$ cat config.mk
export PLATFORM = sky130hd
export DESIGN_NAME = ssd_queue
export DESIGN_NICKNAME = d
export VERILOG_FILES = /design/src/rtl/ssd_pkg.sv /design/src/rtl/ssd_queue.sv
export SDC_FILE = /design/constraint.sdc
export NUM_CORES = 1
export LEC_CHECK = 0
export BUFFER_PORTS_ARGS = -buffer_cell sky130_fd_sc_hd__buf_2
export CAP_MARGIN = 0
export CORE_MARGIN = 4
export CORE_UTILIZATION = 47
export CTS_CLUSTER_DIAMETER = 40
export CTS_CLUSTER_SIZE = 16
export DETAILED_ROUTE_END_ITERATION = 10
export GPL_TIMING_DRIVEN = 0
export HOLD_SLACK_MARGIN = 0.03
export PLACE_DENSITY = 0.75
export SYNTH_ARGS = -nofsm -noshare
export SYNTH_HDL_FRONTEND = slang
export SYNTH_SLANG_ARGS = --single-unit
$ cat constraint.sdc
create_clock -name clock -period 5.26 [get_ports clock]
set_input_delay 0.263 -clock clock [delete_from_list [all_inputs] [get_ports clock]]
set_output_delay 0.263 -clock clock [all_outputs]
set_load 0.01 [all_outputs]
$ cat src/rtl/ssd_pkg.sv
// Shared types and constants for the streaming standard deviation block.
`timescale 1ns / 1ps

package ssd_pkg;

   localparam int SAMPLE_BITS        = 16;
   localparam int MEAN_BITS          = 16;
   localparam int VALUE_BITS         = 32;
   localparam int SQUARE_BITS        = 49;
   localparam int DEV_BITS           = 16;
   localparam int QUOT_BITS          = 2 * DEV_BITS;
   localparam int COUNT_BITS_DEFAULT = 16;
   localparam int COUNT_BITS_MAX     = 24;
   localparam int DIFF_BITS          = ((SAMPLE_BITS > MEAN_BITS) ? SAMPLE_BITS : MEAN_BITS) + 1;
   localparam int SQ_TERM_BITS       = 2 * DIFF_BITS;
   localparam int QUEUE_DEPTH        = 2;
   localparam int CSR_INDEX_BITS     = 2;
   localparam int CSR_DATA_BITS      = 16;

   localparam logic [DEV_BITS-1:0] DEV_MAX = '1;

   localparam logic [CSR_INDEX_BITS-1:0] CSR_DIVIDE_BY_N_MINUS_ONE = 2'd0;
   localparam logic [CSR_INDEX_BITS-1:0] CSR_USE_GIVEN_MEAN        = 2'd1;
   localparam logic [CSR_INDEX_BITS-1:0] CSR_GIVEN_MEAN            = 2'd2;

   typedef struct packed {
      logic signed [SAMPLE_BITS-1:0] sample;
      logic                          last;
   } req_payload_type;

   typedef struct packed {
      logic [DEV_BITS-1:0] deviation;
      logic                too_few_samples;
      logic                overflowed;
   } rsp_payload_type;

   typedef struct packed {
      logic                        divide_by_n_minus_one;
      logic                        use_given_mean;
      logic signed [MEAN_BITS-1:0] given_mean;
   } cfg_type;

   typedef struct packed {
      logic [COUNT_BITS_MAX-1:0]    count;
      logic signed [VALUE_BITS-1:0] value;
      logic [SQUARE_BITS-1:0]       square;
      logic                         sample_mode;
      logic                         mean_mode;
      logic                         too_few_samples;
      logic                         overflowed;
   } job_type;

endpackage

$ cat src/rtl/ssd_queue.sv
// Short job queue between the front end and the back end.
`timescale 1ns / 1ps

module ssd_queue (
   input  logic             clock,
   input  logic             reset,
   input  logic             push,
   input  ssd_pkg::job_type push_data,
   output logic             room,
   input  logic             pop,
   output logic             filled,
   output ssd_pkg::job_type head
);

   localparam int DEPTH = ssd_pkg::QUEUE_DEPTH;
   localparam int PW    = $clog2(DEPTH);
   localparam int CW    = $clog2(DEPTH + 1);

   ssd_pkg::job_type entries_ff [DEPTH];
   logic [PW-1:0]    wr_ptr_ff;
   logic [PW-1:0]    rd_ptr_ff;
   logic [CW-1:0]    level_ff;

   assign room   = level_ff != CW'(DEPTH);
   assign filled = level_ff != '0;
   assign head   = entries_ff[rd_ptr_ff];

   always_ff @(posedge clock) begin
      if (push) begin
         entries_ff[wr_ptr_ff] <= push_data;
      end
   end

   always_ff @(posedge clock) begin
      if (reset) begin
         wr_ptr_ff <= '0;
         rd_ptr_ff <= '0;
         level_ff  <= '0;
      end else begin
         if (push) begin
            wr_ptr_ff <= (wr_ptr_ff == PW'(DEPTH - 1)) ? '0 : wr_ptr_ff + PW'(1);
         end
         if (pop) begin
            rd_ptr_ff <= (rd_ptr_ff == PW'(DEPTH - 1)) ? '0 : rd_ptr_ff + PW'(1);
         end
         if (push && !pop) begin
            level_ff <= level_ff + CW'(1);
         end else if (pop && !push) begin
            level_ff <= level_ff - CW'(1);
         end
      end
   end

   assert property (@(posedge clock) disable iff (reset) push |-> room)
      else $error("transfer into full job queue");

   assert property (@(posedge clock) disable iff (reset) pop |-> filled)
      else $error("job taken from empty queue");

endmodule

==> results.toml <==
[cells_and_area]
fin_nets = 841
synthToLayoutAreaGrowth_pct = 42.9
fin_util_pct = 69.0
drive_gt1_share_pct = 52.9
fin_area_sq_um = 11600
instances_no_fill = 967

[critical_path]
cp_slowest_cell = "dfxtp_1"
cp_data_arrival_time_ns = 1.82
path_cells = "buf_6, buf_6, buf_6, mux2_4, buf_2"
required_ns = 5.00
critPathCaptureType = "primary output"
worstSetupPathType = "reg -> out"
cp_max_fo = 10
critical-path-top-delay-family = "buffers and inverters"
path_buf_inv = 4
max_stage_delay_ns = 0.32
r2r-start = "wr_ptr_ff"
startpoint_type = "flop"
crit_top_cell = "buf_6"

[pwr]
p_per_area_nw_per_um2 = 380
p_total_mw = 4.39
leakage_nw = 4.46
ir_worst_vdd_mv = 0.276

[route]
ant_nets = 0
first_pass_iters = 4
wl_mm = 17.2
drt-initial-drc-count = 155
routed_via_density = 4.85
route.vias.total = 4694
wl_per_cell_microns = 17.8
drc_errors = 0

[cts]
ctsLongestPathBuffers = 3
cts_sinks = 223
clk_pin_slew_ns = 0.07
clock_latency_ns = 0.51
cts_resized = 0
cts_tree = "yes"
cts_root_buf = "clkbuf_16"
htree_levels = 1
cts_buffers = 27
cts_setup_buffers = 0

[logic_synthesis]
syn_area_sq_um = 8100
yosys-top-cells-area = "edfxtp_1 (81%), mux2_2 (14%), mux2_4 (1.9%)"
synth_top_cell_by_area = "edfxtp_1"
synth_cell_type_count = 18
syn_inst = 361
syn_area_per_cell_sq_um = 22.4
ys_ff_latch = 223
synth_nets = 475
yosys_warnings = 0
yosysTopAreaCellShare_pct = 80.8
synth.yosys.seq_area_share_pct = 82.1

[placement]
place_area_sq_um = 9590
pre_cts_ws_ns = 3.43
place_inst = 808
gp_congestion = 0.739
portBuffers = 223
hpwlAfterDp_mm = 10.5

[timing]
timing.final.ws_setup_ns = 3.17
slew_viol_final = 0
finalCritPeriodShare_pct = 39.7
hold_violations = 0
hold-worst-slack_ns = 0.0563
tns_ns = 0
max_freq_ghz = 0.479
fin_crit_ns = 2.09
finalSetupViolations = 0
slew-limit-headroom_pct = 50.4
tightestPinTransition_ns = 0.745
skew_ns = 0.0146
rsz0062_at_grt = "false"

[grt]
grt_overflow = 0
grt_pass1_vias = 5124
grt_pass1_wl_mm = 26.9
grt_max_degree = 60
grt_use_total_pct = 17.1
antenna_found_initial = 1

[die]
row_count = 47
dieArea_sq_um = 19400
core_sq_um = 16800
die_width_microns = 139
initial_core_util_pct = 48.3
ios = 224
dieHeight_microns = 139

[run]
cap_violations = 0

[run_status]
outcome = "complete, no violations"

[min_path]
holdCritStartpoint = "push"
holdCritPathClass = "in -> reg"
==> cells by family after synthesis <==
| group | count (synthesis) | synth area share [%] |
|---|---|---|
| AND/OR/NAND/NOR | 9 | 0.572 |
| flip-flops | 223 | 82.1 |
| buffers and inverters | 13 | 1.02 |
| XOR/XNOR | 4 | 0.433 |
| multiplexers | 109 | 15.6 |
| AO/OA/AOI/OAI | 2 | 0.123 |
| adder cells (fa/ha/maj) | 1 | 0.154 |
==> routing by layer <==
metal,vias to the layer above,wire (microns),track usage [%]
li1,2180,-,-
met1,2285,6400,19.8
met4,0,358,4.69
met3,32,1220,4.49
met5,-,0,0
met2,197,9210,31.4
==> worst paths after layout <==
kind | to | slack, ns | depth (start not counted)
worst max-delay path | head[82] | 3.17 | 5
worst min-delay path | wr_ptr_ff | 0.06 | 3
worst max register to register | entries_ff[1][88] | 3.44 | 2
worst min register to register | level_ff[1] | 0.50 | 2
==> cells in the mapped netlist <==
cell type    n
and2_1       1
mux2_4      10
xor2_1       2
buf_6        3
inv_1        1
dfxtp_1      5
nor2_1       4
xnor2_1      2
or2_2        1
or3_1        1
nand2b_1     1
mux2_2      99
edfxtp_1   218
ha_1         1
o21ai_0      1
buf_2        9
nor2b_1      1
a21oi_1      1
==> power by group <==
group          switching, mW  leakage, nW  internal (mW)
sequential            0.0266         2.09           2.07
combinational          0.250         1.94          0.267
clock                  0.747        0.433           1.03
total                   1.02         4.46           3.37
==> flip-flops by register name (all words and copies together), names as in the netlist, named ones only <==
signal      flops
level_ff        2
rd_ptr_ff       1
wr_ptr_ff       1
entries_ff    218
==> repair_timing <==
item / CTS / global route
endpoints found under the hold margin: 223 / 0
endpoints found under the setup margin: 0 / 0
hold buffers: 110 / 0
==> final cells by class <==
cell class,instances,area [sq um]
flip-flops and latches,223,6650
fillers,1042,5190
repair buffers,337,2300
multi-input cells,125,1380
clock buffers,29,683
well taps,220,275
clock inverters,19,199
plain buffers,12,78.8
inverters,1,3.75
diodes,1,2.50
==> worst reg2reg max path, stage by stage, from the launching register on <==
cell and delay (ns):
dfxtp_1 0.42, and2_4 0.65, buf_16 0.36
==> cells in the final DEF (no fill, tap or decap), types with 2 or more instances in the layout <==
cell and n:
buf_2 232, edfxtp_1 218, dlygate4sd3_1 110, mux2_2 99, clkbuf_16 27, mux2_4 10
inv_8 6, dfxtp_1 5, nor2_1 4, buf_6 3, inv_6 3, buf_12 3
xor2_1 2, xnor2_1 2, clkbuf_1 2, clkinv_4 2, clkinv_2 2, clkinv_1 2
No activity file was read; power rests on OpenSTA's default activity.
