File: src/rtl/ssd_pkg.sv
// Shared types and constants for the streaming standard deviation block.
`timescale 1ns / 1ps

package ssd_pkg;

   localparam int SAMPLE_BITS        = 16;
   localparam int MEAN_BITS          = 16;
   localparam int VALUE_BITS         = 32;
   localparam int SQUARE_BITS        = 49;
   localparam int DEV_BITS           = 16;
   localparam int QUOT_BITS          = 2 * DEV_BITS;
   localparam int COUNT_BITS_DEFAULT = 16;
   localparam int COUNT_BITS_MAX     = 24;
   localparam int DIFF_BITS          = ((SAMPLE_BITS > MEAN_BITS) ? SAMPLE_BITS : MEAN_BITS) + 1;
   localparam int SQ_TERM_BITS       = 2 * DIFF_BITS;
   localparam int QUEUE_DEPTH        = 2;
   localparam int CSR_INDEX_BITS     = 2;
   localparam int CSR_DATA_BITS      = 16;

   localparam logic [DEV_BITS-1:0] DEV_MAX = '1;

   localparam logic [CSR_INDEX_BITS-1:0] CSR_DIVIDE_BY_N_MINUS_ONE = 2'd0;
   localparam logic [CSR_INDEX_BITS-1:0] CSR_USE_GIVEN_MEAN        = 2'd1;
   localparam logic [CSR_INDEX_BITS-1:0] CSR_GIVEN_MEAN            = 2'd2;

   typedef struct packed {
      logic signed [SAMPLE_BITS-1:0] sample;
      logic                          last;
   } req_payload_type;

   typedef struct packed {
      logic [DEV_BITS-1:0] deviation;
      logic                too_few_samples;
      logic                overflowed;
   } rsp_payload_type;

   typedef struct packed {
      logic                        divide_by_n_minus_one;
      logic                        use_given_mean;
      logic signed [MEAN_BITS-1:0] given_mean;
   } cfg_type;

   typedef struct packed {
      logic [COUNT_BITS_MAX-1:0]    count;
      logic signed [VALUE_BITS-1:0] value;
      logic [SQUARE_BITS-1:0]       square;
      logic                         sample_mode;
      logic                         mean_mode;
      logic                         too_few_samples;
      logic                         overflowed;
   } job_type;

endpackage

File: src/rtl/ssd_back.sv
// Back end: sequential multiply, divide and square root for one set, plus the result register.
`timescale 1ns / 1ps

module ssd_back #(
   parameter int COUNT_BITS = ssd_pkg::COUNT_BITS_DEFAULT
) (
   input  logic                     clock,
   input  logic                     reset,
   input  logic                     job_valid,
   input  ssd_pkg::job_type         job_data,
   output logic                     job_pop,
   output logic                     rsp_valid,
   input  logic                     rsp_ready,
   output ssd_pkg::rsp_payload_type rsp_payload
);

   localparam int VB   = ssd_pkg::VALUE_BITS;
   localparam int SB   = ssd_pkg::SQUARE_BITS;
   localparam int QB   = ssd_pkg::QUOT_BITS;
   localparam int NW   = (COUNT_BITS + SB > 2 * VB) ? COUNT_BITS + SB : 2 * VB;
   localparam int HW   = NW - QB;
   localparam int DW2  = 2 * COUNT_BITS;
   localparam int CMPW = (HW > DW2) ? HW : DW2;
   localparam int CIW  = $clog2(COUNT_BITS);
   localparam int QIW  = $clog2(QB);
   localparam int RIW  = $clog2(ssd_pkg::DEV_BITS);
   localparam int CNTW = (CIW > QIW) ? CIW : QIW;

   typedef enum logic [7:0] {
      ST_IDLE  = 8'b0000_0001,
      ST_PREP  = 8'b0000_0010,
      ST_MUL   = 8'b0000_0100,
      ST_SUB   = 8'b0000_1000,
      ST_CHECK = 8'b0001_0000,
      ST_DIV   = 8'b0010_0000,
      ST_ROOT  = 8'b0100_0000,
      ST_DONE  = 8'b1000_0000
   } back_state_type;

   back_state_type           state_ff;
   ssd_pkg::job_type         job_ff;
   logic [NW-1:0]            num_ff;
   logic [2*VB-1:0]          sq_ff;
   logic [DW2-1:0]           den_ff;
   logic [DW2-1:0]           rem_ff;
   logic [QB-1:0]            quot_ff;
   logic [QB-1:0]            root_ff;
   logic [CNTW-1:0]          cnt_ff;
   logic                     rsp_valid_ff;
   ssd_pkg::rsp_payload_type rsp_ff;

   logic [COUNT_BITS-1:0]    n;
   logic [COUNT_BITS-1:0]    n_sel;
   logic [DW2-1:0]           den_prod;
   logic [VB-1:0]            mag;
   logic [2*VB-1:0]          sq_prod;
   logic [NW-1:0]            mul_add;
   logic [HW-1:0]            hi_part;
   logic                     quot_sat;
   logic [DW2:0]             div_trial;
   logic [DW2:0]             div_diff;
   logic                     div_fit;
   logic [QB-1:0]            root_bit;
   logic [QB:0]              root_trial;
   logic                     root_fit;
   logic                     rsp_load;

   assign n        = job_ff.count[COUNT_BITS-1:0];
   assign n_sel    = job_ff.sample_mode ? n - COUNT_BITS'(1) : n;
   assign den_prod = DW2'(n) * DW2'(n_sel);
   assign mag      = job_ff.value[VB-1] ? VB'($unsigned(-$signed(job_ff.value)))
                                        : VB'($unsigned(job_ff.value));
   assign sq_prod  = (2*VB)'(mag) * (2*VB)'(mag);
   assign mul_add  = n[cnt_ff[CIW-1:0]] ? NW'(job_ff.square) : '0;

   assign hi_part  = num_ff[NW-1:QB];
   assign quot_sat = CMPW'(hi_part) >= CMPW'(den_ff);

   assign div_trial = {rem_ff, num_ff[cnt_ff[QIW-1:0]]};
   assign div_fit   = div_trial >= {1'b0, den_ff};
   assign div_diff  = div_trial - {1'b0, den_ff};

   assign root_bit   = QB'(1) << {cnt_ff[RIW-1:0], 1'b0};
   assign root_trial = {1'b0, root_ff} + {1'b0, root_bit};
   assign root_fit   = {1'b0, quot_ff} >= root_trial;

   assign job_pop  = (state_ff == ST_IDLE) && job_valid;
   assign rsp_load = (state_ff == ST_DONE) && (!rsp_valid_ff || rsp_ready);

   always_ff @(posedge clock) begin
      if (reset) begin
         state_ff <= ST_IDLE;
      end else begin
         unique case (state_ff)
            ST_IDLE: begin
               if (job_valid) begin
                  if (job_data.too_few_samples || job_data.overflowed) begin
                     state_ff <= ST_DONE;
                  end else begin
                     state_ff <= ST_PREP;
                  end
               end
            end
            ST_PREP: begin
               state_ff <= job_ff.mean_mode ? ST_CHECK : ST_MUL;
            end
            ST_MUL: begin
               if (cnt_ff == '0) begin
                  state_ff <= ST_SUB;
               end
            end
            ST_SUB: begin
               state_ff <= ST_CHECK;
            end
            ST_CHECK: begin
               state_ff <= quot_sat ? ST_DONE : ST_DIV;
            end
            ST_DIV: begin
               if (cnt_ff == '0) begin
                  state_ff <= ST_ROOT;
               end
            end
            ST_ROOT: begin
               if (cnt_ff == '0) begin
                  state_ff <= ST_DONE;
               end
            end
            ST_DONE: begin
               if (rsp_load) begin
                  state_ff <= ST_IDLE;
               end
            end
            default: begin
               state_ff <= ST_IDLE;
            end
         endcase
      end
   end

   always_ff @(posedge clock) begin
      unique case (state_ff)
         ST_IDLE: begin
            if (job_valid) begin
               job_ff  <= job_data;
               root_ff <= '0;
            end
         end
         ST_PREP: begin
            sq_ff  <= sq_prod;
            cnt_ff <= CNTW'(COUNT_BITS - 1);
            if (job_ff.mean_mode) begin
               den_ff <= DW2'(n_sel);
               num_ff <= NW'(job_ff.square);
            end else begin
               den_ff <= den_prod;
               num_ff <= '0;
            end
         end
         ST_MUL: begin
            num_ff <= (num_ff << 1) + mul_add;
            cnt_ff <= cnt_ff - CNTW'(1);
         end
         ST_SUB: begin
            num_ff <= (num_ff >= NW'(sq_ff)) ? num_ff - NW'(sq_ff) : '0;
         end
         ST_CHECK: begin
            rem_ff  <= DW2'(hi_part);
            quot_ff <= '0;
            cnt_ff  <= CNTW'(QB - 1);
            if (quot_sat) begin
               root_ff <= QB'(ssd_pkg::DEV_MAX);
            end
         end
         ST_DIV: begin
            rem_ff  <= div_fit ? div_diff[DW2-1:0] : div_trial[DW2-1:0];
            quot_ff <= {quot_ff[QB-2:0], div_fit};
            if (cnt_ff == '0) begin
               cnt_ff  <= CNTW'(ssd_pkg::DEV_BITS - 1);
               root_ff <= '0;
            end else begin
               cnt_ff <= cnt_ff - CNTW'(1);
            end
         end
         ST_ROOT: begin
            if (root_fit) begin
               quot_ff <= quot_ff - root_trial[QB-1:0];
               root_ff <= (root_ff >> 1) + root_bit;
            end else begin
               root_ff <= root_ff >> 1;
            end
            cnt_ff <= cnt_ff - CNTW'(1);
         end
         ST_DONE: begin
         end
         default: begin
         end
      endcase
   end

   always_ff @(posedge clock) begin
      if (reset) begin
         rsp_valid_ff <= 1'b0;
      end else if (rsp_load) begin
         rsp_valid_ff <= 1'b1;
      end else if (rsp_ready) begin
         rsp_valid_ff <= 1'b0;
      end
   end

   always_ff @(posedge clock) begin
      if (rsp_load) begin
         rsp_ff.deviation       <= root_ff[ssd_pkg::DEV_BITS-1:0];
         rsp_ff.too_few_samples <= job_ff.too_few_samples;
         rsp_ff.overflowed      <= job_ff.overflowed;
      end
   end

   assign rsp_valid   = rsp_valid_ff;
   assign rsp_payload = rsp_ff;

   assert property (@(posedge clock) disable iff (reset)
      (rsp_valid_ff && (rsp_ff.too_few_samples || rsp_ff.overflowed)) |->
         rsp_ff.deviation == '0)
      else $error("flagged result with nonzero deviation");

   assert property (@(posedge clock) disable iff (reset)
      (state_ff == ST_DIV) |-> den_ff != '0)
      else $error("divide started with zero divisor");

endmodule

File: config.mk
export PLATFORM = sky130hd
export DESIGN_NAME = ssd_back
export DESIGN_NICKNAME = d
export VERILOG_FILES = /design/src/rtl/ssd_pkg.sv /design/src/rtl/ssd_back.sv
export SDC_FILE = /design/constraint.sdc
export NUM_CORES = 2
export LEC_CHECK = 0
export ABC_AREA = 1
export CORE_ASPECT_RATIO = 1.4
export CORE_MARGIN = 8
export CORE_UTILIZATION = 40
export DETAILED_ROUTE_END_ITERATION = 10
export DONT_BUFFER_PORTS = 1
export PLACE_DENSITY_LB_ADDON = 0.08
export SLEW_MARGIN = 20
export SYNTH_ARGS = -nofsm -noshare
export SYNTH_HDL_FRONTEND = slang
export SYNTH_SLANG_ARGS = --single-unit
File: constraint.sdc
create_clock -name clock -period 15.41 [get_ports clock]
set_input_delay 0 -clock clock [delete_from_list [all_inputs] [get_ports clock]]
set_output_delay 0 -clock clock [all_outputs]
set_load 0.01 [all_outputs]
==> summary.txt <==
result of the run -> finished, final reports clean
Core Area -> 0.185 mm2
Die Ht -> 527 um
total number of yosys warnings -> 0
endpoints failing setup -> 0
largest net degree at the start of global routing -> 67
post-synth cell types -> 66
DR DRC count -> 0
met1 usage -> 0.306
WL final -> 283 mm
Syn Inst Count -> 10.2k
routed vias -> 65.4k
NumNets Final -> 12.1k
most frequent cells in the layout -> 2,569 x nand2_1, 2,444 x inv_1, 992 x fa_1, 945 x nor2_1, 639 x ha_1
EDFF count, synth -> 380
hold path cells -> 3
r2r setup slk -> 5300 ps
GRT met2 Usage -> 0.519
min Tclk post-route -> 10,110 ps
area grow syn2layout -> 8.80%
sequential cell area fraction in the yosys report -> 0.155
worst r2r path cells -> 35
drt initial violations -> 3,808
setup bufs post-CTS -> 0
H-tree Lvls -> 2
Worst path max stage delay -> 590 ps
Tot GR Track Use -> 0.278
Hold Path Class -> primary input to register
busiest layer in global routing -> met2
Avg Cell Area, Syn -> 7.34 um2
R2R Path End -> sq_ff[55]$_DFFE_PP_
share of the synthesized area in the top cell type -> 0.266
vias in the first global route -> 69.2k
WP data arrival -> 10,490 ps
Synth Cell Area -> 0.0746 mm2
drt via density -> 5.09
drt wl/cell -> 22.0 um
R2R Path Start -> job_ff[53]$_DFFE_PP_
number of port buffers -> 0
combinational family with the most area after synthesis -> adder cells
antenna-violating nets left -> 0
final hold violations -> 0
gpl congestion -> 0.989
Pre-Repair DR Iteration Count -> 6
Critical Path Source -> job_ff[53]$_DFFE_PP_
CTS clock-pin slew for the worst setup and hold paths -> 70 ps
Top Ports -> 133
clock buffer depth -> 3
Max-Cap Viols -> 0
slew margin rel. -> 0.235
CP Capture Type -> register
CTS tree -> yes
CTS buffer count -> 48
share of layout cells above drive strength 1 -> 0.0292
RSZ-0062 raised after global routing -> false
Fin Clk Skew -> 22.4 ps
delay-heaviest family, CP -> adder cells
Skew-Pair Late Insertion Delay -> 660 ps
highest fanout seen on the critical path -> 27
post-synthesis mux area share -> 0
CTS root buffer -> clkbuf_16
die area -> 0.201 mm2
Synth Area in Adders -> 0.373
initial antenna violation count -> 4
# rows -> 187
Period Utilization, post-route -> 0.656
Fin Setup TNS -> 0 ps
clock sinks -> 389
GRT Residual Overflow -> 0
post_cts resized -> 0
Synth Area in Simple Gates -> 0.240
hpwl dp -> 237 mm
Initial Util -> 0.403
CTS Hold Bufs -> 202
Slowest-stage cell, CP -> ha_1
Yosys reg bits -> 389
Synth area leaders -> fa_1 27%, edfxtp_1 15%, nand2_1 13%
worst endpoint required time -> 15,800 ps
Most used DFF post-synth -> edfxtp_1
die span in x -> 381 um
Slew @ Worst Pin -> 1140 ps
Synth Area in Compound Gates -> 0.0697
critical path startpoint category -> register
critical hold path startpoint -> job_valid
Critical Path End -> sq_ff[55]$_DFFE_PP_
Async S/R FF share, synth -> 0
Achievable Freq -> 98.9 MHz
Crit path top cell by count -> fa_1
Slew Limit Fails -> 0
Synth Area in XOR/XNOR -> 0.0231
area leader, netlist -> fa_1
met3 GRT Util -> 0.0243
commonest non-fill, non-tap cell in the layout -> nand2_1
CP Buf/Inv Count -> 9
first-pass GRT wire length -> 423 mm
Levels on crit path -> 35
Setup CP Type -> register to register
cell type report:
class                      instances  area [um2]
antenna                            3        7.51
clock buffer                      55        1250
clock inverter                    33         392
fill                           19500      104000
inverter                        2480        9310
multi-input combinational       7132       52800
sequential                       389       11600
tap                             2457        3070
timing repair buffer             297        2740
Yosys cell counts, types with 5 or more instances:
master and n:
nor2_2 12, nand3_2 5, nor4_1 20, clkinv_1 8, inv_2 28, nor2_1 947
o21ai_1 14, buf_1 16, a31oi_1 15, o21bai_1 63, o21a_1 7, a21boi_0 16
a21oi_1 416, fa_1 992, nand2_4 5, xor2_1 112, o21ai_0 335, nand2_2 28
nand3_1 446, nand4_1 127, or2_2 11, o22ai_1 11, buf_2 68, nand3b_1 61
edfxtp_1 380, ha_1 639, buf_6 15, buf_4 24, a21o_1 26, nor3_1 72
nand2_1 2570, dfxtp_1 9, xnor2_1 74, nor2_4 5, clkbuf_1 72, inv_1 2444
and2_1 6, o211ai_1 11, o21ai_2 9
kinds of logic after synthesis:
family,Yosys count
buffers and inverters,2676
DFF,389
other,2
xor gates and xnor gates,191
adders and majority gates,1631
AOI/OAI and AO/OA,947
and+or+nand+nor,4337
worst reg2reg max path: cells and delay by family (launching register included):
family | cells | cell delay (ps)
buf+inv | 9 | 1870
compound gates | 4 | 1040
xor+xnor | 1 | 130
fa+ha+maj | 10 | 4500
flops | 1 | 360
simple gates | 11 | 1930
per-layer routing:
layer,part of all wire,vias up
li1,-,31400
met1,0.38,31800
met2,0.51,1694
met3,0.038,562
met4,0.072,4
met5,0.000096,-
how the worst min path moves through the flow:
stage | endpoint | slack (ps)
6_report | job_ff[97]$_DFFE_PP_ | 20
5_1_grt | job_ff[97]$_DFFE_PP_ | 40
4_1_cts | job_ff[97]$_DFFE_PP_ | 20
3_5_place_dp | state_ff[7]$_SDFFE_PP0P_ | 80
3_3_place_gp | state_ff[7]$_SDFFE_PP0P_ | 80
2_1_floorplan | job_ff[0]$_DFFE_PP_ | 100
sequential cells by signal (all words and copies together), names as in the netlist, 18 cells and up:
name,cells
sq_ff,63
num_ff,65
den_ff,32
quot_ff,32
root_ff,32
rsp_payload,18
rem_ff,32
job_ff,101
through the flow:
| step | cells | util | cell area, um2 | setup WS (ps) | hold slack, ps |
|---|---|---|---|---|---|
| 2_1_floorplan | 10200 | - | 74700 | 2850 | 98.9 |
| 6_report | 12800 | 0.438 | 81200 | 5300 | 22.5 |
| 3_3_place_gp | 12600 | 0.418 | 77500 | 5380 | 76.5 |
| 5_1_grt | 12800 | 0.438 | 81200 | 4750 | 40.4 |
| 3_5_place_dp | 12600 | 0.418 | 77500 | 5380 | 75.3 |
| 4_1_cts | 12800 | 0.438 | 81200 | 5320 | 19.8 |
Power is left out: the tool's default activity adds up to more than one toggle a clock period on the data nets, which glitch-free logic cannot reach.
