[src/rtl/ssd_pkg.sv]
// Shared types and constants for the streaming standard deviation block.
`timescale 1ns / 1ps

package ssd_pkg;

   localparam int SAMPLE_BITS        = 16;
   localparam int MEAN_BITS          = 16;
   localparam int VALUE_BITS         = 32;
   localparam int SQUARE_BITS        = 49;
   localparam int DEV_BITS           = 16;
   localparam int QUOT_BITS          = 2 * DEV_BITS;
   localparam int COUNT_BITS_DEFAULT = 16;
   localparam int COUNT_BITS_MAX     = 24;
   localparam int DIFF_BITS          = ((SAMPLE_BITS > MEAN_BITS) ? SAMPLE_BITS : MEAN_BITS) + 1;
   localparam int SQ_TERM_BITS       = 2 * DIFF_BITS;
   localparam int QUEUE_DEPTH        = 2;
   localparam int CSR_INDEX_BITS     = 2;
   localparam int CSR_DATA_BITS      = 16;

   localparam logic [DEV_BITS-1:0] DEV_MAX = '1;

   localparam logic [CSR_INDEX_BITS-1:0] CSR_DIVIDE_BY_N_MINUS_ONE = 2'd0;
   localparam logic [CSR_INDEX_BITS-1:0] CSR_USE_GIVEN_MEAN        = 2'd1;
   localparam logic [CSR_INDEX_BITS-1:0] CSR_GIVEN_MEAN            = 2'd2;

   typedef struct packed {
      logic signed [SAMPLE_BITS-1:0] sample;
      logic                          last;
   } req_payload_type;

   typedef struct packed {
      logic [DEV_BITS-1:0] deviation;
      logic                too_few_samples;
      logic                overflowed;
   } rsp_payload_type;

   typedef struct packed {
      logic                        divide_by_n_minus_one;
      logic                        use_given_mean;
      logic signed [MEAN_BITS-1:0] given_mean;
   } cfg_type;

   typedef struct packed {
      logic [COUNT_BITS_MAX-1:0]    count;
      logic signed [VALUE_BITS-1:0] value;
      logic [SQUARE_BITS-1:0]       square;
      logic                         sample_mode;
      logic                         mean_mode;
      logic                         too_few_samples;
      logic                         overflowed;
   } job_type;

endpackage

[src/rtl/ssd_front.sv]
// Front end: squares each sample less any given mean, accumulates, queues finished sets.
`timescale 1ns / 1ps

module ssd_front #(
   parameter int COUNT_BITS = ssd_pkg::COUNT_BITS_DEFAULT
) (
   input  logic                     clock,
   input  logic                     reset,
   input  logic                     req_valid,
   output logic                     req_ready,
   input  ssd_pkg::req_payload_type req_payload,
   input  ssd_pkg::cfg_type         cfg,
   input  logic                     job_room,
   output logic                     job_push,
   output ssd_pkg::job_type         job_data
);

   localparam int VB   = ssd_pkg::VALUE_BITS;
   localparam int SB   = ssd_pkg::SQUARE_BITS;
   localparam int DB   = ssd_pkg::DIFF_BITS;
   localparam int TB   = ssd_pkg::SQ_TERM_BITS;
   localparam int VSUM = VB + 1;
   localparam int SSUM = SB + 1;

   // square stage
   logic                                  a_valid_ff;
   logic [TB-1:0]                         a_sq_ff;
   logic signed [ssd_pkg::SAMPLE_BITS-1:0] a_x_ff;
   logic                                  a_mean_ff;
   logic                                  a_last_ff;
   logic                                  a_go;

   logic signed [ssd_pkg::MEAN_BITS-1:0]  mean_sel;
   logic signed [DB-1:0]                  diff;
   logic signed [TB-1:0]                  sq_term;

   // accumulators
   logic [COUNT_BITS-1:0]                 count_ff;
   logic [COUNT_BITS-1:0]                 count_nx;
   logic signed [VB-1:0]                  value_ff;
   logic signed [VB-1:0]                  value_nx;
   logic [SB-1:0]                         square_ff;
   logic [SB-1:0]                         square_nx;
   logic                                  sat_ff;
   logic                                  sat_nx;
   logic                                  count_full;
   logic signed [VSUM-1:0]                value_sum;
   logic                                  value_ovf;
   logic [SSUM-1:0]                       square_sum;
   logic                                  square_ovf;

   always_comb begin
      if (cfg.use_given_mean) begin
         mean_sel = cfg.given_mean;
      end else begin
         mean_sel = '0;
      end
   end

   assign diff    = DB'($signed(mean_sel)) - DB'($signed(req_payload.sample));
   assign sq_term = TB'(diff) * TB'(diff);

   assign a_go      = a_valid_ff && (!a_last_ff || job_room);
   assign req_ready = !a_valid_ff || a_go;

   always_ff @(posedge clock) begin
      if (reset) begin
         a_valid_ff <= 1'b0;
      end else if (req_ready) begin
         a_valid_ff <= req_valid;
      end
   end

   always_ff @(posedge clock) begin
      if (req_valid && req_ready) begin
         a_sq_ff   <= $unsigned(sq_term);
         a_x_ff    <= req_payload.sample;
         a_mean_ff <= cfg.use_given_mean;
         a_last_ff <= req_payload.last;
      end
   end

   assign count_full = &count_ff;
   assign count_nx   = count_full ? count_ff : count_ff + COUNT_BITS'(1);

   assign value_sum = VSUM'($signed(value_ff)) + VSUM'($signed(a_x_ff));
   assign value_ovf = value_sum[VB] != value_sum[VB-1];

   assign square_sum = {1'b0, square_ff} + SSUM'(a_sq_ff);
   assign square_ovf = square_sum[SB];

   always_comb begin
      if (a_mean_ff) begin
         value_nx = value_ff;
      end else if (value_ovf) begin
         value_nx = {value_sum[VB], {(VB-1){~value_sum[VB]}}};
      end else begin
         value_nx = value_sum[VB-1:0];
      end
      if (square_ovf) begin
         square_nx = '1;
      end else begin
         square_nx = square_sum[SB-1:0];
      end
      sat_nx = sat_ff || count_full || (!a_mean_ff && value_ovf) || square_ovf;
   end

   assign job_push = a_go && a_last_ff;

   always_comb begin
      job_data.count           = ssd_pkg::COUNT_BITS_MAX'(count_nx);
      job_data.value           = value_nx;
      job_data.square          = square_nx;
      job_data.sample_mode     = cfg.divide_by_n_minus_one;
      job_data.mean_mode       = cfg.use_given_mean;
      job_data.too_few_samples = cfg.divide_by_n_minus_one && (count_nx < COUNT_BITS'(2));
      job_data.overflowed      = sat_nx;
   end

   always_ff @(posedge clock) begin
      if (reset) begin
         count_ff  <= '0;
         value_ff  <= '0;
         square_ff <= '0;
         sat_ff    <= 1'b0;
      end else if (a_go) begin
         if (a_last_ff) begin
            count_ff  <= '0;
            value_ff  <= '0;
            square_ff <= '0;
            sat_ff    <= 1'b0;
         end else begin
            count_ff  <= count_nx;
            value_ff  <= value_nx;
            square_ff <= square_nx;
            sat_ff    <= sat_nx;
         end
      end
   end

   assert property (@(posedge clock) disable iff (reset)
      job_push |=> (count_ff == '0 && value_ff == '0 && square_ff == '0 && !sat_ff))
      else $error("accumulators not cleared after end of set");

endmodule

[config.mk]
export PLATFORM = sky130hd
export DESIGN_NAME = ssd_front
export DESIGN_NICKNAME = d
export VERILOG_FILES = /design/src/rtl/ssd_pkg.sv /design/src/rtl/ssd_front.sv
export SDC_FILE = /design/constraint.sdc
export NUM_CORES = 1
export LEC_CHECK = 0
export ABC_AREA = 1
export BUFFER_PORTS_ARGS = -buffer_cell sky130_fd_sc_hd__buf_2
export CAP_MARGIN = 15
export CORE_MARGIN = 1.5
export CORE_UTILIZATION = 55
export CTS_CLUSTER_DIAMETER = 80
export DETAILED_ROUTE_END_ITERATION = 10
export PLACE_DENSITY = 0.74
export SYNTH_ARGS = -nofsm -noshare
export SYNTH_HDL_FRONTEND = slang
export SYNTH_SLANG_ARGS = --single-unit
[constraint.sdc]
create_clock -name clock -period 23.5 [get_ports clock]
set_clock_uncertainty 0.05 [all_clocks]
set_input_delay 2.35 -clock clock [delete_from_list [all_inputs] [get_ports clock]]
set_output_delay 2.35 -clock clock [all_outputs]
set_load 0.005 [all_outputs]
==> results of run 1 <==
[per-layer routing]
| layer | vias to the layer above | GRT usage, % | wire, um |
|---|---|---|---|
| met1 | 9478 | 40.93 | 27130 |
| met4 | 0 | 11.97 | 2063 |
| li1 | 9613 | - | - |
| met2 | 676 | 50.73 | 28670 |
| met5 | - | 0 | 0 |
| met3 | 135 | 2.710 | 3370 |
[critical path, delay by kind of cell]
family	cells	cell delay, ps
fa+ha+maj	9	4270
xor+xnor	1	160
compound gates	4	680
buf+inv	9	1410
simple gates	9	1250
[state kept, by name (all words and copies together), names as in the netlist]
name,flops
square_ff,49
a_sq_ff,33
value_ff,32
a_x_ff,16
count_ff,16
a_last_ff,1
a_mean_ff,1
a_valid_ff,1
sat_ff,1
[area by class of cell]
type | instances | area (um^2) | area share, %
Multi-Input combinational cell | 2231 | 15920 | 66.82
Sequential cell | 150 | 3513 | 14.75
Inverter | 627 | 2354 | 9.881
Timing Repair Buffer | 154 | 815.8 | 3.425
Tap cell | 525 | 656.9 | 2.758
Clock buffer | 18 | 450.4 | 1.891
Clock inverter | 14 | 112.6 | 0.4728
[per-stage QoR]
stage / util, % / instances / hold slack [ps] / setup WS, ps
final: 59.81 / 3719 / 419.2 / 13510
after global routing: 59.81 / 3719 / 436.0 / 13010
after CTS: 59.76 / 3718 / 421.7 / 13530
after detailed placement: 58.34 / 3686 / 411.5 / 13050
after global placement: 58.34 / 3686 / 402.8 / 13250
after floorplan: - / 3085 / 395.7 / 13770
[cells by family after synthesis]
kind of cell	share of synthesized area, %
buffers and inverters	12.83
AND/OR/NAND/NOR	24.97
AO/OA/AOI/OAI	8.744
XOR/XNOR	3.925
other	0.01685
flip-flops	15.79
adder cells (fa/ha/maj)	33.73
[path summary, 6_finish.rpt]
path	depth (start not counted)	slack (ps)	to	start
setup / recovery	32	13510	a_sq_ff[32]	cfg[16]
hold / removal	2	420	square_ff[11]	square_ff[11]
setup reg to reg	14	19800	value_ff[25]	a_x_ff[15]
hold reg to reg	2	420	square_ff[11]	square_ff[11]
[synthesized netlist by cell type (all sizes together), types with 2 or more instances]
cell / instances
ha: 163
dlygate4sd3: 3
nor3: 39
and2: 6
o21a: 7
a21o: 8
nand3: 115
dfxtp: 99
o21ai: 68
nor4: 8
or2: 22
a21oi: 220
xnor2: 47
xor2: 51
nand4: 20
a21boi: 3
a31oi: 13
clkbuf: 40
edfxtp: 51
inv: 626
nor2: 290
o211ai: 5
a31o: 2
buf: 34
o21bai: 18
nand3b: 5
a22oi: 2
nand2: 832
fa: 273
==> summary.md, run 1 <==
| Metric | Value |
|---|---|
| Status | finished, final reports clean |
| Detailed router's first-iteration violation count | 1581 |
| Via Count | between 15000 and 20000 |
| Layout area overhead | 7.040% |
| Most common cell after layout, fill and taps aside | nand2_1 |
| Die ar. | ~42000 um^2 |
| Total grt overflow | 0 |
| Antenna viol nets, final | 0 |
| Slowest CP cell | fa_1 |
| Cts hold-fix bufs | 0 |
| Post-synth top area share | 24.56% |
| CP endpoint kind | flop |
| Core area | 39820 um^2 |
| Total GRT Usage | 30.41% |
| Mean routed wirelength per cell | 16.46 um |
| Fraction of layout instances using a drive strength above 1 | 9.017% |
| Min Tclk post-route | 9991 ps |
| Final count of hold timing violations | 0 |
| Crit Path Category | in -> reg |
| Slew margin rel. | 24.65% |
| Drt total wl | 61230 um |
| Final setup viols | 0 |
| Sink Count | 150 |
| Cell taking the most area after synthesis | fa_1 |
| Pin count of the biggest net entering global routing | 100 |
| First drt pass iteration count | 6 |
| Max_cap viols | 0 |
| First-pass GRT wire length | 100900 um |
| Final period utilization | between 40% and 50% |
| Cell count after synthesis | 3078 |
| Worst slew pin tran | 1130 ps |
| GP Congestion | 0.9938 |
| Antenna Cells | 0 |
| Maximum clock rate | 100.1 MHz |
| Resized cells post-CTS | 0 |
| Number of CTS-inserted buffers | 17 |
| Rows | 73 |
| Chip width | 204.1 um |
| Crit-path max cell delay | 620 ps |
| Count of cell types in the netlist | 55 |
| # DRC | 0 |
| Hpwl dp | approximately 50000 um |
| Design area | 23820 um^2 |
| Unrepaired setup endpoints after global routing | no |
| Clock buffer depth | 2 |
| Mapped Area | 22250 um^2 |
| Number of port buffers | between 100 and 150 |
| Fill cell count | 3808 |
| Fin. max-slew vios | 0 |
| Synth Warn # | 0 |
| Top FF cell, synth | dfxtp_1 |
| Worst setup SP type | input port |
| Initial Util | ~56% |
| Register area share after synthesis | 15.79% |
| Min-Delay Path Class | reg -> reg |
| Critical Path RT | 23650 ps |
| Worst-path clk slew | 60 ps |
| Number of antenna violations at the first check in global routing | 0 |
| Postcts setup bufs | 0 |
| Flops & latches, synth | 150 |
| Vias per Instance | 5.351 |
| Vias in the first global route | 20040 |
| Number of flops mapped to enable cells by yosys | 51 |
| Syn avg cell area | 7.229 um^2 |
| CP max FO | 22 |
| Placed Instance Area | ~23000 um^2 |
| Clock H-tree levels | 4 |
| Worst Path Arrival | roughly 10000 ps |
| Most frequent cells in the layout | nand2_1, inv_1, nor2_1 |
| Vert. Die Dim | 204.1 um |
| CTS tree | done |
| CTS root buf | clkbuf_16 |
| Ranking of synthesized cells by area | fa_1, nand2_1, inv_1, ha_1, dfxtp_1 |
| Final net count | 3656 |
| I/O Pins | 150 |
| Clock Latency Late Sink | about 460 ps |
| Asr flop ratio synth | 0% |
| Setup Total Neg Slack | 0 ps |
Power of run 1 is not shown: default switching activity piles up to over one toggle a cycle in this logic, so the estimate is an artifact.
==> inputs of run 2 (changes only) <==
- ABC_AREA: 1 -> 0
- clock period: 23.5 -> 9.9 ns (I/O delays scaled with it)
==> summary.md, run 2 <==
| Metric | Value |
|---|---|
| Status | finished, final reports clean |
| Fill cell count | ~3300 |
| Final net count | 2984 |
| Grt met2 use | 51.81% |
| Worst slew pin tran | 1141 ps |
| Initial Util | 56.30% |
| Sink Count | 150 |
| Clock buffer depth | 2 |
| Ranking of synthesized cells by area | fa_1, ha_1, dfxtp_1, edfxtp_1, inv_1 |
| Number of CTS-inserted buffers | 17 |
| Crit-path max cell delay | 810 ps |
| Hold_sp | square_ff[0] |
| Worst Path Arrival | 9520 ps |
| CP max FO | 18 |
| Critical Path RT | 10020 ps |
| Asr flop ratio synth | 0% |
| Worst setup SP type | input port |
| Worst-path clk slew | 60 ps |
| Clock Latency Late Sink | 440 ps |
| Mapped Area | between 20000 and 25000 um^2 |
| Vert. Die Dim | 197.3 um |
| CTS root buf | clkbuf_16 |
| Met1 Resource Use GR | 36.19% |
| Count of cell types in the netlist | roughly 100 |
| First drt pass iteration count | 5 |
| Clock H-tree levels | 4 |
| Cts hold-fix bufs | 0 |
| Slowest CP cell | xor2_1 |
| WHS Endpoint | square_ff[0] |
| Chip width | 197.3 um |
| Antenna viol nets, final | 0 |
| First-pass GRT wire length | 89920 um |
| FF-to-FF setup slack | 5070 ps |
| Cell count after synthesis | 2408 |
| I/O Pins | 150 |
| Fraction of layout instances using a drive strength above 1 | 10.19% |
| Most flop-heavy register | square_ff |
| Postcts setup bufs | 0 |
| Hold Crit Depth | 2 |
| Top-count cell post-synth | inv_1 |
| Drt total wl | 55070 um |
| Detailed router's first-iteration violation count | 1077 |
| R2r startpoint | a_x_ff[15] |
| Final count of hold timing violations | 0 |
| Most frequent cells in the layout | inv_1, fa_1, nand2_1 |
| Top Registers | square_ff: 49 flops, a_sq_ff: 33 flops, value_ff: 32 flops |
| Final period utilization | 94.94% |
| GRT busiest layer | met2 |
| FF-to-FF End | value_ff[13] |
| Layout area overhead | 8.191% |
| Total GRT Usage | 29.15% |
| Most Frequent Cell on Critical Path | fa_1 |
| Resized cells post-CTS | 0 |
| Antenna Cells | 0 |
| Core area | 36870 um^2 |
| CTS tree | done |
| Max_cap viols | 0 |
| Min-Delay Path Class | reg -> reg |
| Pin count of the biggest net entering global routing | 52 |
| Setup Total Neg Slack | 0 ps |
| CP endpoint kind | flop |
| GP Congestion | 0.9881 |
| Slew margin rel. | 23.38% |
| Post-synth top area share | between 20% and 30% |
| Rows | 70 |
| Maximum clock rate | approximately 110 MHz |
| Total grt overflow | 0 |
| Number of port buffers | 141 |
| Most common cell after layout, fill and taps aside | inv_1 |
| Hpwl dp | 43920 um |
| Synth Warn # | 0 |
| Min Tclk post-route | 9399 ps |
| Top FF cell, synth | dfxtp_1 |
| Largest register FFs | 49 |
| Cell taking the most area after synthesis | fa_1 |
| Die ar. | slightly below 40000 um^2 |
| Unrepaired setup endpoints after global routing | no |
| Grt met3 use | 3.585% |
| Flops & latches, synth | 150 |
| Number of antenna violations at the first check in global routing | 0 |
| Fin. max-slew vios | 0 |
| Mean routed wirelength per cell | 18.20 um |
| # DRC | 0 |
| Register area share after synthesis | about 17% |
| Worst reg-to-reg path cell count | 10 |
| Via Count | about 17000 |
| Vias per Instance | 5.708 |
| Post-synth top cells | inv_1, fa_1, nand2_1 |
| Number of flops mapped to enable cells by yosys | 51 |
| Crit Path Category | in -> reg |
| Syn avg cell area | 8.621 um^2 |
| Final setup viols | 0 |
| Vias in the first global route | about 18000 |
[run 2: changes by cell type after synthesis, moves of 20 or more]
cell     previous run  this run
inv_1             617       392
o21ai_1             1        21
a21oi_1           216       134
a22oi_1             1        27
a21o_1              8        37
nand3_1           109        33
and3_1              1        27
nand2_1           787       268
xnor2_1            47        85
o21ai_0            63        86
nand2_2            43         0
nor2_1            283       205
[run 2: logic make-up (layout without fill, tap and decap cells)]
kind of cell / after synthesis / count (layout) / synth area share (%)
compound gates: 507 / 507 / 16.64
xor+xnor: 127 / 127 / 5.358
flops: 150 / 150 / 16.92
other cells: 1 / 8 / 0.01806
mux: 8 / 8 / 0.3978
simple gates: 682 / 682 / 14.95
buf+inv: 496 / 603 / 9.505
fa+ha+maj: 437 / 437 / 36.20
[run 2: worst max-delay path by stage]
| stage | startpoint | to | slack (ps) | cells past startpoint |
|---|---|---|---|---|
| 4_1_cts | cfg[16] | a_sq_ff[25] | 610 | 32 |
| 5_1_grt | cfg[16] | a_sq_ff[25] | 70 | 34 |
| 3_3_place_gp | cfg[16] | a_sq_ff[25] | 350 | 32 |
| 3_5_place_dp | cfg[16] | a_sq_ff[25] | 200 | 34 |
| 2_1_floorplan | cfg[16] | a_sq_ff[32] | 880 | 32 |
| 6_report | cfg[16] | a_sq_ff[25] | 500 | 32 |
[run 2: per-stage QoR]
step	std cells	utilization [%]	hold WS [ps]	setup WS (ps)	instance area, um^2
finish	3026	60.91	420.8	501.1	22460
global route	3026	60.91	446.6	73.37	22460
CTS	3026	60.91	419.4	607.3	22460
detailed placement	2994	59.34	409.6	198.1	21880
global placement	2994	59.34	391.2	345.8	21880
floorplan	2415	-	385.6	883.4	20780
[run 2: metal layers]
| metal | vias to the layer above | routed length [um] |
|---|---|---|
| met2 | 577 | 27050 |
| met3 | 139 | 3209 |
| li1 | 8121 | - |
| met5 | - | 0 |
| met4 | 0 | 2008 |
| met1 | 8436 | 22800 |
[run 2: layout make-up]
cell class	instances	area [um^2]	share of cell area [%]
timing repair buffer	171	930.9	4.145
inverter	400	1501	6.685
clock inverter	10	82.58	0.3677
sequential	150	3513	15.64
multi-input combinational	1769	15300	68.15
tap	504	630.6	2.808
clock buffer	22	495.5	2.206
[run 2: worst max-delay path: cells and delay by family]
family,cells,cell delay (ps)
simple gates,3,400
fa+ha+maj,9,4120
xor+xnor,2,930
buf+inv,7,940
compound gates,11,2150
Power of run 2 is left out for the same reason.
